## config.mk

```make
export PLATFORM = sky130hd
export DESIGN_NAME = rotated_rect_blit_address_gen_core_flat
export DESIGN_NICKNAME = d
export VERILOG_FILES = /design/src/hdl/rrb_pkg.sv /design/src/hdl/rrb_req_if.sv /design/src/hdl/rrb_res_if.sv /design/src/hdl/rotated_rect_blit_address_gen_core.sv /design/src/flat_wrapper.sv
export SDC_FILE = /design/constraint.sdc
export NUM_CORES = 1
export LEC_CHECK = 0
export BUFFER_PORTS_ARGS = -buffer_cell sky130_fd_sc_hd__buf_2
export CORE_MARGIN = 2
export CORE_UTILIZATION = 51
export DETAILED_ROUTE_END_ITERATION = 7
export PLACE_DENSITY = 0.78
export RECOVER_POWER = 50
export SYNTH_ARGS = -nofsm -noshare
export SYNTH_HDL_FRONTEND = slang
export SYNTH_SLANG_ARGS = --single-unit
```

## constraint.sdc

```tcl
create_clock -name i_clk -period 15.91 [get_ports i_clk]
set_input_delay 2.3865 -clock i_clk [delete_from_list [all_inputs] [get_ports i_clk]]
set_output_delay 2.3865 -clock i_clk [all_outputs]
set_load 0.02 [all_outputs]
```

## src/hdl/rrb_pkg.sv

```systemverilog
// package: widths, request codes, rotation codes, register indexes and payload types of the blit address generator
`timescale 1ns / 1ps

package rrb_pkg;

    localparam int ADDR_BITS  = 24;
    localparam int COORD_BITS = 12;
    localparam int PIXEL_BITS = 32;
    localparam int SIZE_BITS  = COORD_BITS + 1;
    localparam int ROT_BITS   = 2;
    localparam int CFG_IDX_BITS = 3;
    localparam int CFG_DATA_BITS = SIZE_BITS;

    typedef logic [1:0] t_req_type;
    localparam t_req_type REQ_BEGIN  = 2'd0;
    localparam t_req_type REQ_WRITE  = 2'd1;
    localparam t_req_type REQ_READ   = 2'd2;
    localparam t_req_type REQ_UNUSED = 2'd3;

    typedef logic [ROT_BITS-1:0] t_rot;
    localparam t_rot ROT_0   = 2'd0;
    localparam t_rot ROT_90  = 2'd1;
    localparam t_rot ROT_180 = 2'd2;
    localparam t_rot ROT_270 = 2'd3;

    typedef logic [CFG_IDX_BITS-1:0] t_cfg_idx;
    localparam t_cfg_idx CFG_ROTATION      = 3'd0;
    localparam t_cfg_idx CFG_ROW_PITCH     = 3'd1;
    localparam t_cfg_idx CFG_ORIGIN_X      = 3'd2;
    localparam t_cfg_idx CFG_ORIGIN_Y      = 3'd3;
    localparam t_cfg_idx CFG_ACTIVE_WIDTH  = 3'd4;
    localparam t_cfg_idx CFG_ACTIVE_HEIGHT = 3'd5;

    typedef struct packed {
        t_req_type             req_type;
        logic [COORD_BITS-1:0] rect_left;
        logic [COORD_BITS-1:0] rect_top;
        logic [SIZE_BITS-1:0]  rect_width;
        logic [SIZE_BITS-1:0]  rect_height;
        logic [PIXEL_BITS-1:0] pixel_in;
    } t_req;

    typedef struct packed {
        logic [ADDR_BITS-1:0]  pixel_address;
        logic                  write_enable;
        logic [PIXEL_BITS-1:0] pixel_out;
        logic                  last_pixel;
        logic                  overrun;
    } t_res;

endpackage

```

## src/hdl/rrb_req_if.sv

```systemverilog
// interface: request channel carrying one input transaction
`timescale 1ns / 1ps

interface rrb_req_if import rrb_pkg::*; ();
    logic valid;
    logic ready;
    t_req data;

    modport source (output valid, output data, input ready);
    modport sink (input valid, input data, output ready);
endinterface

```

## src/hdl/rrb_res_if.sv

```systemverilog
// interface: result channel carrying one address transaction
`timescale 1ns / 1ps

interface rrb_res_if import rrb_pkg::*; ();
    logic valid;
    logic ready;
    t_res data;

    modport source (output valid, output data, input ready);
    modport sink (input valid, input data, output ready);
endinterface

```

## src/hdl/rotated_rect_blit_address_gen_core.sv

```systemverilog
// top level: rotated rectangle blit address generator
// a request is registered in stage 1, then in stage 2, then in the result register
// throughput: one transaction per cycle unless stalled, set by the single add-step per pixel
// begin transactions produce no result; stalls on the result side back up two stages
// reset (synchronous, active low) restores register defaults and clears the rectangle state
`timescale 1ns / 1ps

module rotated_rect_blit_address_gen_core import rrb_pkg::*; (
    input  logic                     i_clk,
    input  logic                     i_rst_n,
    input  logic                     i_cfg_we,
    input  t_cfg_idx                 i_cfg_index,
    input  logic [CFG_DATA_BITS-1:0] i_cfg_data,
    rrb_req_if.sink                  i_req,
    rrb_res_if.source                o_res
);

    // configuration registers
    t_rot                  r_rotation;
    logic [SIZE_BITS-1:0]  r_row_pitch;
    logic [COORD_BITS-1:0] r_origin_x;
    logic [COORD_BITS-1:0] r_origin_y;
    logic [SIZE_BITS-1:0]  r_active_width;
    logic [SIZE_BITS-1:0]  r_active_height;

    // rectangle state
    logic [SIZE_BITS-1:0]  r_held_width;
    logic [SIZE_BITS-1:0]  r_held_height;
    logic [SIZE_BITS-1:0]  r_column_count;
    logic [SIZE_BITS-1:0]  r_row_count;
    logic [ADDR_BITS-1:0]  r_line_address;
    logic [ADDR_BITS-1:0]  r_current_address;
    logic                  r_rect_active;

    logic [SIZE_BITS-1:0]  n_column_count;
    logic [SIZE_BITS-1:0]  n_row_count;
    logic [ADDR_BITS-1:0]  n_line_address;
    logic [ADDR_BITS-1:0]  n_current_address;
    logic                  n_rect_active;

    // pipeline
    logic                  r_s1_valid;
    t_req                  r_s1;
    logic                  r_s2_valid;
    t_req_type             r_s2_req;
    logic [ADDR_BITS-1:0]  r_s2_fac;
    logic [ADDR_BITS-1:0]  r_s2_xoff;
    logic [SIZE_BITS-1:0]  r_s2_width;
    logic [SIZE_BITS-1:0]  r_s2_height;
    logic [PIXEL_BITS-1:0] r_s2_pixel;
    logic                  r_out_valid;
    t_res                  r_out;

    logic [ADDR_BITS-1:0]  n_s2_fac;
    logic [ADDR_BITS-1:0]  n_s2_xoff;
    t_res                  n_res;

    logic                  s2_has_res;
    logic                  out_free;
    logic                  s2_go;
    logic                  s2_free;
    logic                  s1_free;
    logic                  accept;

    logic [ADDR_BITS-1:0]  x0;
    logic [ADDR_BITS-1:0]  x1;
    logic [ADDR_BITS-1:0]  y0;
    logic [ADDR_BITS-1:0]  y1;
    logic [ADDR_BITS-1:0]  left_a;
    logic [ADDR_BITS-1:0]  top_a;
    logic [ADDR_BITS-1:0]  pitch_a;
    logic [ADDR_BITS-1:0]  col_step;
    logic [ADDR_BITS-1:0]  row_step;
    logic [ADDR_BITS+SIZE_BITS-1:0] start_prod;
    logic [ADDR_BITS-1:0]  start_address;
    logic [SIZE_BITS-1:0]  col_inc;
    logic [SIZE_BITS-1:0]  row_inc;

    // handshake
    assign s2_has_res  = (r_s2_req == REQ_WRITE) || (r_s2_req == REQ_READ);
    assign out_free    = !r_out_valid || o_res.ready;
    assign s2_go       = r_s2_valid && (!s2_has_res || out_free);
    assign s2_free     = !r_s2_valid || s2_go;
    assign s1_free     = !r_s1_valid || s2_free;
    assign accept      = i_req.valid && s1_free;
    assign i_req.ready = s1_free;
    assign o_res.valid = r_out_valid;
    assign o_res.data  = r_out;

    // configuration writes
    always_ff @(posedge i_clk) begin
        if (!i_rst_n) begin
            r_rotation      <= ROT_0;
            r_row_pitch     <= SIZE_BITS'(1);
            r_origin_x      <= '0;
            r_origin_y      <= '0;
            r_active_width  <= SIZE_BITS'(1);
            r_active_height <= SIZE_BITS'(1);
        end else if (i_cfg_we) begin
            unique case (i_cfg_index)
                CFG_ROTATION:      r_rotation      <= i_cfg_data[ROT_BITS-1:0];
                CFG_ROW_PITCH:     r_row_pitch     <= i_cfg_data[SIZE_BITS-1:0];
                CFG_ORIGIN_X:      r_origin_x      <= i_cfg_data[COORD_BITS-1:0];
                CFG_ORIGIN_Y:      r_origin_y      <= i_cfg_data[COORD_BITS-1:0];
                CFG_ACTIVE_WIDTH:  r_active_width  <= i_cfg_data[SIZE_BITS-1:0];
                CFG_ACTIVE_HEIGHT: r_active_height <= i_cfg_data[SIZE_BITS-1:0];
                default: ;
            endcase
        end
    end

    // stage 1: window corner terms folded with the rectangle corner
    always_comb begin
        x0      = ADDR_BITS'(r_origin_x);
        y0      = ADDR_BITS'(r_origin_y);
        x1      = x0 + ADDR_BITS'(r_active_width) - ADDR_BITS'(1);
        y1      = y0 + ADDR_BITS'(r_active_height) - ADDR_BITS'(1);
        left_a  = ADDR_BITS'(r_s1.rect_left);
        top_a   = ADDR_BITS'(r_s1.rect_top);
        case (r_rotation)
            ROT_0: begin
                n_s2_fac  = y0 + top_a;
                n_s2_xoff = x0 + left_a;
            end
            ROT_90: begin
                n_s2_fac  = y0 + left_a;
                n_s2_xoff = x1 - top_a;
            end
            ROT_180: begin
                n_s2_fac  = y1 - top_a;
                n_s2_xoff = x1 - left_a;
            end
            default: begin
                n_s2_fac  = y1 - left_a;
                n_s2_xoff = x0 + top_a;
            end
        endcase
    end

    always_ff @(posedge i_clk) begin
        if (!i_rst_n) begin
            r_s1_valid <= 1'b0;
        end else if (s1_free) begin
            r_s1_valid <= accept;
        end
    end

    always_ff @(posedge i_clk) begin
        if (accept) begin
            r_s1 <= i_req.data;
        end
    end

    always_ff @(posedge i_clk) begin
        if (!i_rst_n) begin
            r_s2_valid <= 1'b0;
        end else if (s2_free) begin
            r_s2_valid <= r_s1_valid;
        end
    end

    always_ff @(posedge i_clk) begin
        if (s2_free && r_s1_valid) begin
            r_s2_req    <= r_s1.req_type;
            r_s2_fac    <= n_s2_fac;
            r_s2_xoff   <= n_s2_xoff;
            r_s2_width  <= r_s1.rect_width;
            r_s2_height <= r_s1.rect_height;
            r_s2_pixel  <= r_s1.pixel_in;
        end
    end

    // stage 2: start address on begin, address stepping on pixels
    always_comb begin
        pitch_a       = ADDR_BITS'(r_row_pitch);
        start_prod    = r_s2_fac * r_row_pitch;
        start_address = start_prod[ADDR_BITS-1:0] + r_s2_xoff;
        case (r_rotation)
            ROT_0: begin
                col_step = ADDR_BITS'(1);
                row_step = pitch_a;
            end
            ROT_90: begin
                col_step = pitch_a;
                row_step = '1;
            end
            ROT_180: begin
                col_step = '1;
                row_step = -pitch_a;
            end
            default: begin
                col_step = -pitch_a;
                row_step = ADDR_BITS'(1);
            end
        endcase

        col_inc           = r_column_count + SIZE_BITS'(1);
        row_inc           = r_row_count + SIZE_BITS'(1);
        n_column_count    = r_column_count;
        n_row_count       = r_row_count;
        n_line_address    = r_line_address;
        n_current_address = r_current_address;
        n_rect_active     = r_rect_active;

        n_res.pixel_address = '0;
        n_res.write_enable  = 1'b0;
        n_res.pixel_out     = '0;
        n_res.last_pixel    = 1'b0;
        n_res.overrun       = 1'b0;

        if (r_s2_req == REQ_BEGIN) begin
            n_column_count    = '0;
            n_row_count       = '0;
            n_line_address    = start_address;
            n_current_address = start_address;
            n_rect_active     = (r_s2_width != '0) && (r_s2_height != '0);
        end else if (s2_has_res) begin
            if (!r_rect_active) begin
                n_res.overrun = 1'b1;
            end else begin
                n_res.pixel_address = r_current_address;
                n_res.write_enable  = (r_s2_req == REQ_WRITE);
                n_res.pixel_out     = (r_s2_req == REQ_WRITE) ? r_s2_pixel : '0;
                if (col_inc >= r_held_width) begin
                    n_column_count    = '0;
                    n_row_count       = row_inc;
                    n_line_address    = r_line_address + row_step;
                    n_current_address = r_line_address + row_step;
                    if (row_inc >= r_held_height) begin
                        n_rect_active    = 1'b0;
                        n_res.last_pixel = 1'b1;
                    end
                end else begin
                    n_column_count    = col_inc;
                    n_current_address = r_current_address + col_step;
                end
            end
        end
    end

    always_ff @(posedge i_clk) begin
        if (!i_rst_n) begin
            r_held_width      <= '0;
            r_held_height     <= '0;
            r_column_count    <= '0;
            r_row_count       <= '0;
            r_line_address    <= '0;
            r_current_address <= '0;
            r_rect_active     <= 1'b0;
        end else if (s2_go) begin
            if (r_s2_req == REQ_BEGIN) begin
                r_held_width  <= r_s2_width;
                r_held_height <= r_s2_height;
            end
            r_column_count    <= n_column_count;
            r_row_count       <= n_row_count;
            r_line_address    <= n_line_address;
            r_current_address <= n_current_address;
            r_rect_active     <= n_rect_active;
        end
    end

    // result register
    always_ff @(posedge i_clk) begin
        if (!i_rst_n) begin
            r_out_valid <= 1'b0;
        end else if (s2_go && s2_has_res) begin
            r_out_valid <= 1'b1;
        end else if (o_res.ready) begin
            r_out_valid <= 1'b0;
        end
    end

    always_ff @(posedge i_clk) begin
        if (s2_go && s2_has_res) begin
            r_out <= n_res;
        end
    end

endmodule
```

## src/flat_wrapper.sv

```systemverilog
// flat-port wrapper written by rule: the top's interface ports become plain ports
module rotated_rect_blit_address_gen_core_flat import rrb_pkg::*;
  (i_clk, i_rst_n, i_cfg_we, i_cfg_index, i_cfg_data, i_req_valid, i_req_data, i_req_ready, o_res_valid, o_res_data, o_res_ready);
  rrb_req_if i_req_i ();
  rrb_res_if o_res_i ();
  input  logic i_clk;
  input  logic i_rst_n;
  input  logic i_cfg_we;
  input  t_cfg_idx i_cfg_index;
  input  logic [CFG_DATA_BITS-1:0] i_cfg_data;
  input wire logic [$bits(i_req_i.valid)-1:0] i_req_valid;
  input wire logic [$bits(i_req_i.data)-1:0] i_req_data;
  output wire logic [$bits(i_req_i.ready)-1:0] i_req_ready;
  output wire logic [$bits(o_res_i.valid)-1:0] o_res_valid;
  output wire logic [$bits(o_res_i.data)-1:0] o_res_data;
  input wire logic [$bits(o_res_i.ready)-1:0] o_res_ready;
  assign i_req_i.valid = i_req_valid;
  assign i_req_i.data = i_req_data;
  assign i_req_ready = i_req_i.ready;
  assign o_res_valid = o_res_i.valid;
  assign o_res_data = o_res_i.data;
  assign o_res_i.ready = o_res_ready;
  rotated_rect_blit_address_gen_core u_core (.i_clk(i_clk), .i_rst_n(i_rst_n), .i_cfg_we(i_cfg_we), .i_cfg_index(i_cfg_index), .i_cfg_data(i_cfg_data), .i_req(i_req_i), .o_res(o_res_i));
endmodule
```

==> run summary <==
Area contributors post-synth -> edfxtp_1, fa_1, dfxtp_1, ha_1, nand2_1
R2R depth -> 16
Die width -> 250 um
Max-cap violation count -> 7
Clock sinks -> 420
Worst setup EP type -> register
Setup total negative slack -> 0 ps
Final Non-Filler Cells -> 4,166
Post-place setup slack -> 9100 ps
Commonest non-fill, non-tap cell in the layout -> nand2_1
Syn Area/Cell -> 9.54 sq um
Synth Warn # -> 0
Area leader, netlist -> edfxtp_1
Initial antenna violation count -> 0
Post-synth EDFFs -> 251
Worst Skew -> 30.6 ps
Number of global-route vias before repair -> 23,200
Fill cells -> 5,174
CTS H-tree depth -> 2
Crit-path max FO -> 50
Seq pwr share -> 42.7%
RR Endpoint -> u_core.r_current_address[23]
Critical Path End -> u_core.r_current_address[23]
Port bufs -> 165
Hpwl dp -> 58,000 um
Clk_lat worst skew -> 600 ps
Unrepaired setup endpoints after global routing -> false
Total Power -> 2.90 mW
Slew margin rel. -> -149%
Core ar. -> 60,200 sq um
Final wirelength -> 77,100 um
Clk pwr share -> 36.6%
Crit path launch -> u_core.r_rotation[0]
Failing checks -> capacitance limit, slew limit
Post-CTS setup buffers -> 0
Most frequent cells in the layout -> nand2_1, inv_1, edfxtp_1
Area of the mapped netlist -> 31,000 sq um
Int Power -> 2.07 mW
Top Ports -> 166
NetSw -> 837 uW
First-pass GRT wire length -> 123,000 um
Combinational share of power -> 20.7%
Via density -> 5.66
Final Slew Violations -> 340
Core Rows -> 90
Setup CP Type -> reg2reg
Seq cells post-synth -> 420
Worst slew pin tran -> 3740 ps
PnR worst setup slack -> 8650 ps
Status -> complete, but fails checks
GRT Overall Usage -> 24.7%
Fmax -> 0.138 GHz
Clock Path Buffers -> 3
Setup violations, final -> 0
Layout cells sized above 1 -> 9.54%
Share of the synthesized area in the top cell type -> 24.3%
Critical path arrival -> 7770 ps
Fraction of the yosys area taken by sequential cells -> 35.3%
DRC viols -> 0
Final Cycle Share -> 45.6%
Hold_buf cts -> 0
FF-to-FF Start -> u_core.r_rotation[0]
Routed Antenna Nets -> 0
Resize count post-CTS -> 0
Final GP Congestion -> 0.940
Initial core utilization -> 51.4%
Diode count -> 0
Total global routing overflow -> 0
DIE HEIGHT -> 250 um
Main synth FF type -> edfxtp_1
R2R Setup Slk -> 8650 ps
# nets final -> 3,857
Final Hold Fails -> 0
Initial DRC count -> 2,078
Num CTS Buffers -> 45
Syn nets -> 3,755
Hold Path Class -> reg2reg
Min Tclk post-route -> 7260 ps
CTS root buffer -> clkbuf_16
Critical Path Source Type -> register
Vias -> 23,600
Switching portion of total power -> 28.8%
Mapped Cells -> 3,246
PwrDens -> 85.4 nW/um^2
Register area -> 10,900 sq um
CTS clk-pin slew, worst paths -> 60 ps
Largest net degree at the start of global routing -> 83
Count of unique library cells instantiated by Yosys -> 87
Mean routed wirelength per cell -> 18.5 um
CTS tree -> built
Drt pass-1 iters -> 6
Die area -> 62,700 sq um
Async S/R FF share, synth -> 0%
Max IR drop VDD -> 0.0000709 V
Placed cell count -> 4,083
Syn-to-layout area delta -> 9.69%
Multi-input gate area -> 18,400 sq um
Lkg Pwr -> 14.6 nW
Critical path required time -> 16,430 ps
## synth_stat cells, types with 5 or more instances
cell type and number:
o21ai_1 7, o21a_1 39, o21bai_1 22, a211oi_1 14, xor2_1 69, nor3b_1 18, a41oi_1 5, edfxtp_1 251
inv_1 316, a21boi_0 95, nand2_1 430, a311oi_1 7, nor4_1 18, and3_1 27, fa_1 196, dfxtp_1 169
nand3_1 36, o31a_1 6, nor2b_1 53, a211o_1 6, a21oi_1 165, a2111oi_0 6, o31ai_1 13, o211a_1 6
mux2_2 28, nor2_1 162, xnor2_1 108, o211ai_1 16, o21ai_0 123, nor3_1 43, and2_1 177, mux2i_1 28
or3_1 18, nand2b_1 22, nand4_1 13, or2_2 10, a21o_1 56, nand3b_1 6, o311ai_0 9, ha_1 208
a31oi_1 23, clkbuf_1 129, buf_1 8, a22oi_1 9, o32ai_1 5
## area by class of cell
cell class | instances | share of cell area, %
Sequential cell | 420 | 32.1
Clock inverter | 22 | 0.847
Clock buffer | 61 | 3.59
Inverter | 318 | 3.51
Multi-Input combinational cell | 2369 | 54.0
Timing Repair Buffer | 194 | 3.00
Tap cell | 782 | 2.88
## power groups by stage
stage | Sequential (mW) | Clock [mW] | Combinational, mW
3_5_place_dp | 1.26 | 0 | 0.591
2_1_floorplan | 1.24 | 0 | 0.433
4_1_cts | 1.24 | 1.08 | 0.595
6_report | 1.24 | 1.06 | 0.600
3_3_place_gp | 1.26 | 0 | 0.580
5_1_grt | 1.24 | 1.13 | 0.666
## kinds of logic after synthesis
family,Yosys count,share of synthesized area [%]
DFF,420,35.3
AOI/OAI and AO/OA,677,14.5
adders and majority gates,404,21.1
xor gates and xnor gates,178,5.09
and+or+nand+nor,1054,16.6
buffers and inverters,457,5.55
muxes,56,1.92
## critical path: stages (launching register included)
cell and delay, ps:
dfxtp_1 360, inv_1 140, ha_1 180, clkbuf_1 2180, nand2_1 930, o221ai_1 440, ha_1 370, a21o_1 200
a2111oi_0 480, o211ai_1 270, and3_1 270, o31a_1 270, o21ai_1 220, nor2_1 80, o31ai_1 390, o2111ai_1 180
nand3_1 190
## sequential cells by signal (all words and copies together) (netlist names), 24 cells and up
register	flops
u_core.r_s1	72
u_core.o_res.data	59
u_core.r_s2_pixel	32
u_core.r_current_address	24
u_core.r_line_address	24
u_core.r_s2_fac	24
u_core.r_s2_xoff	24
## per-stage QoR
step | util, % | hold WS (ps) | cell area [sq um]
floorplan | - | 400 | 31000
global placement | 54.0 | 400 | 32500
detailed placement | 54.0 | 405 | 32500
CTS | 56.5 | 418 | 34000
global route | 56.4 | 421 | 34000
finish | 56.4 | 416 | 34000
## worst min-delay path by stage
stage / from / end / slack, ps / depth (start not counted)
finish: u_core.r_s1[37] / u_core.r_s2_height[5] / 420 / 0
global placement: u_core.r_s1[11] / u_core.r_s2_pixel[11] / 400 / 0
detailed placement: u_core.r_s1[37] / u_core.r_s2_height[5] / 400 / 0
floorplan: u_core.r_s1[32] / u_core.r_s2_height[0] / 400 / 0
CTS: u_core.r_s1[46] / u_core.r_s2_width[1] / 420 / 0
global route: u_core.r_s1[44] / u_core.r_s2_height[12] / 420 / 0
## routing by layer
metal	share of wire [%]	up-vias	GRT usage [%]
met3	6.7	161	3.69
li1	-	11300	-
met2	47	815	40.7
met5	0	-	0
met1	43	11300	33.0
met4	3.6	0	8.95
Note: power is estimated with default switching activity, not from simulation.
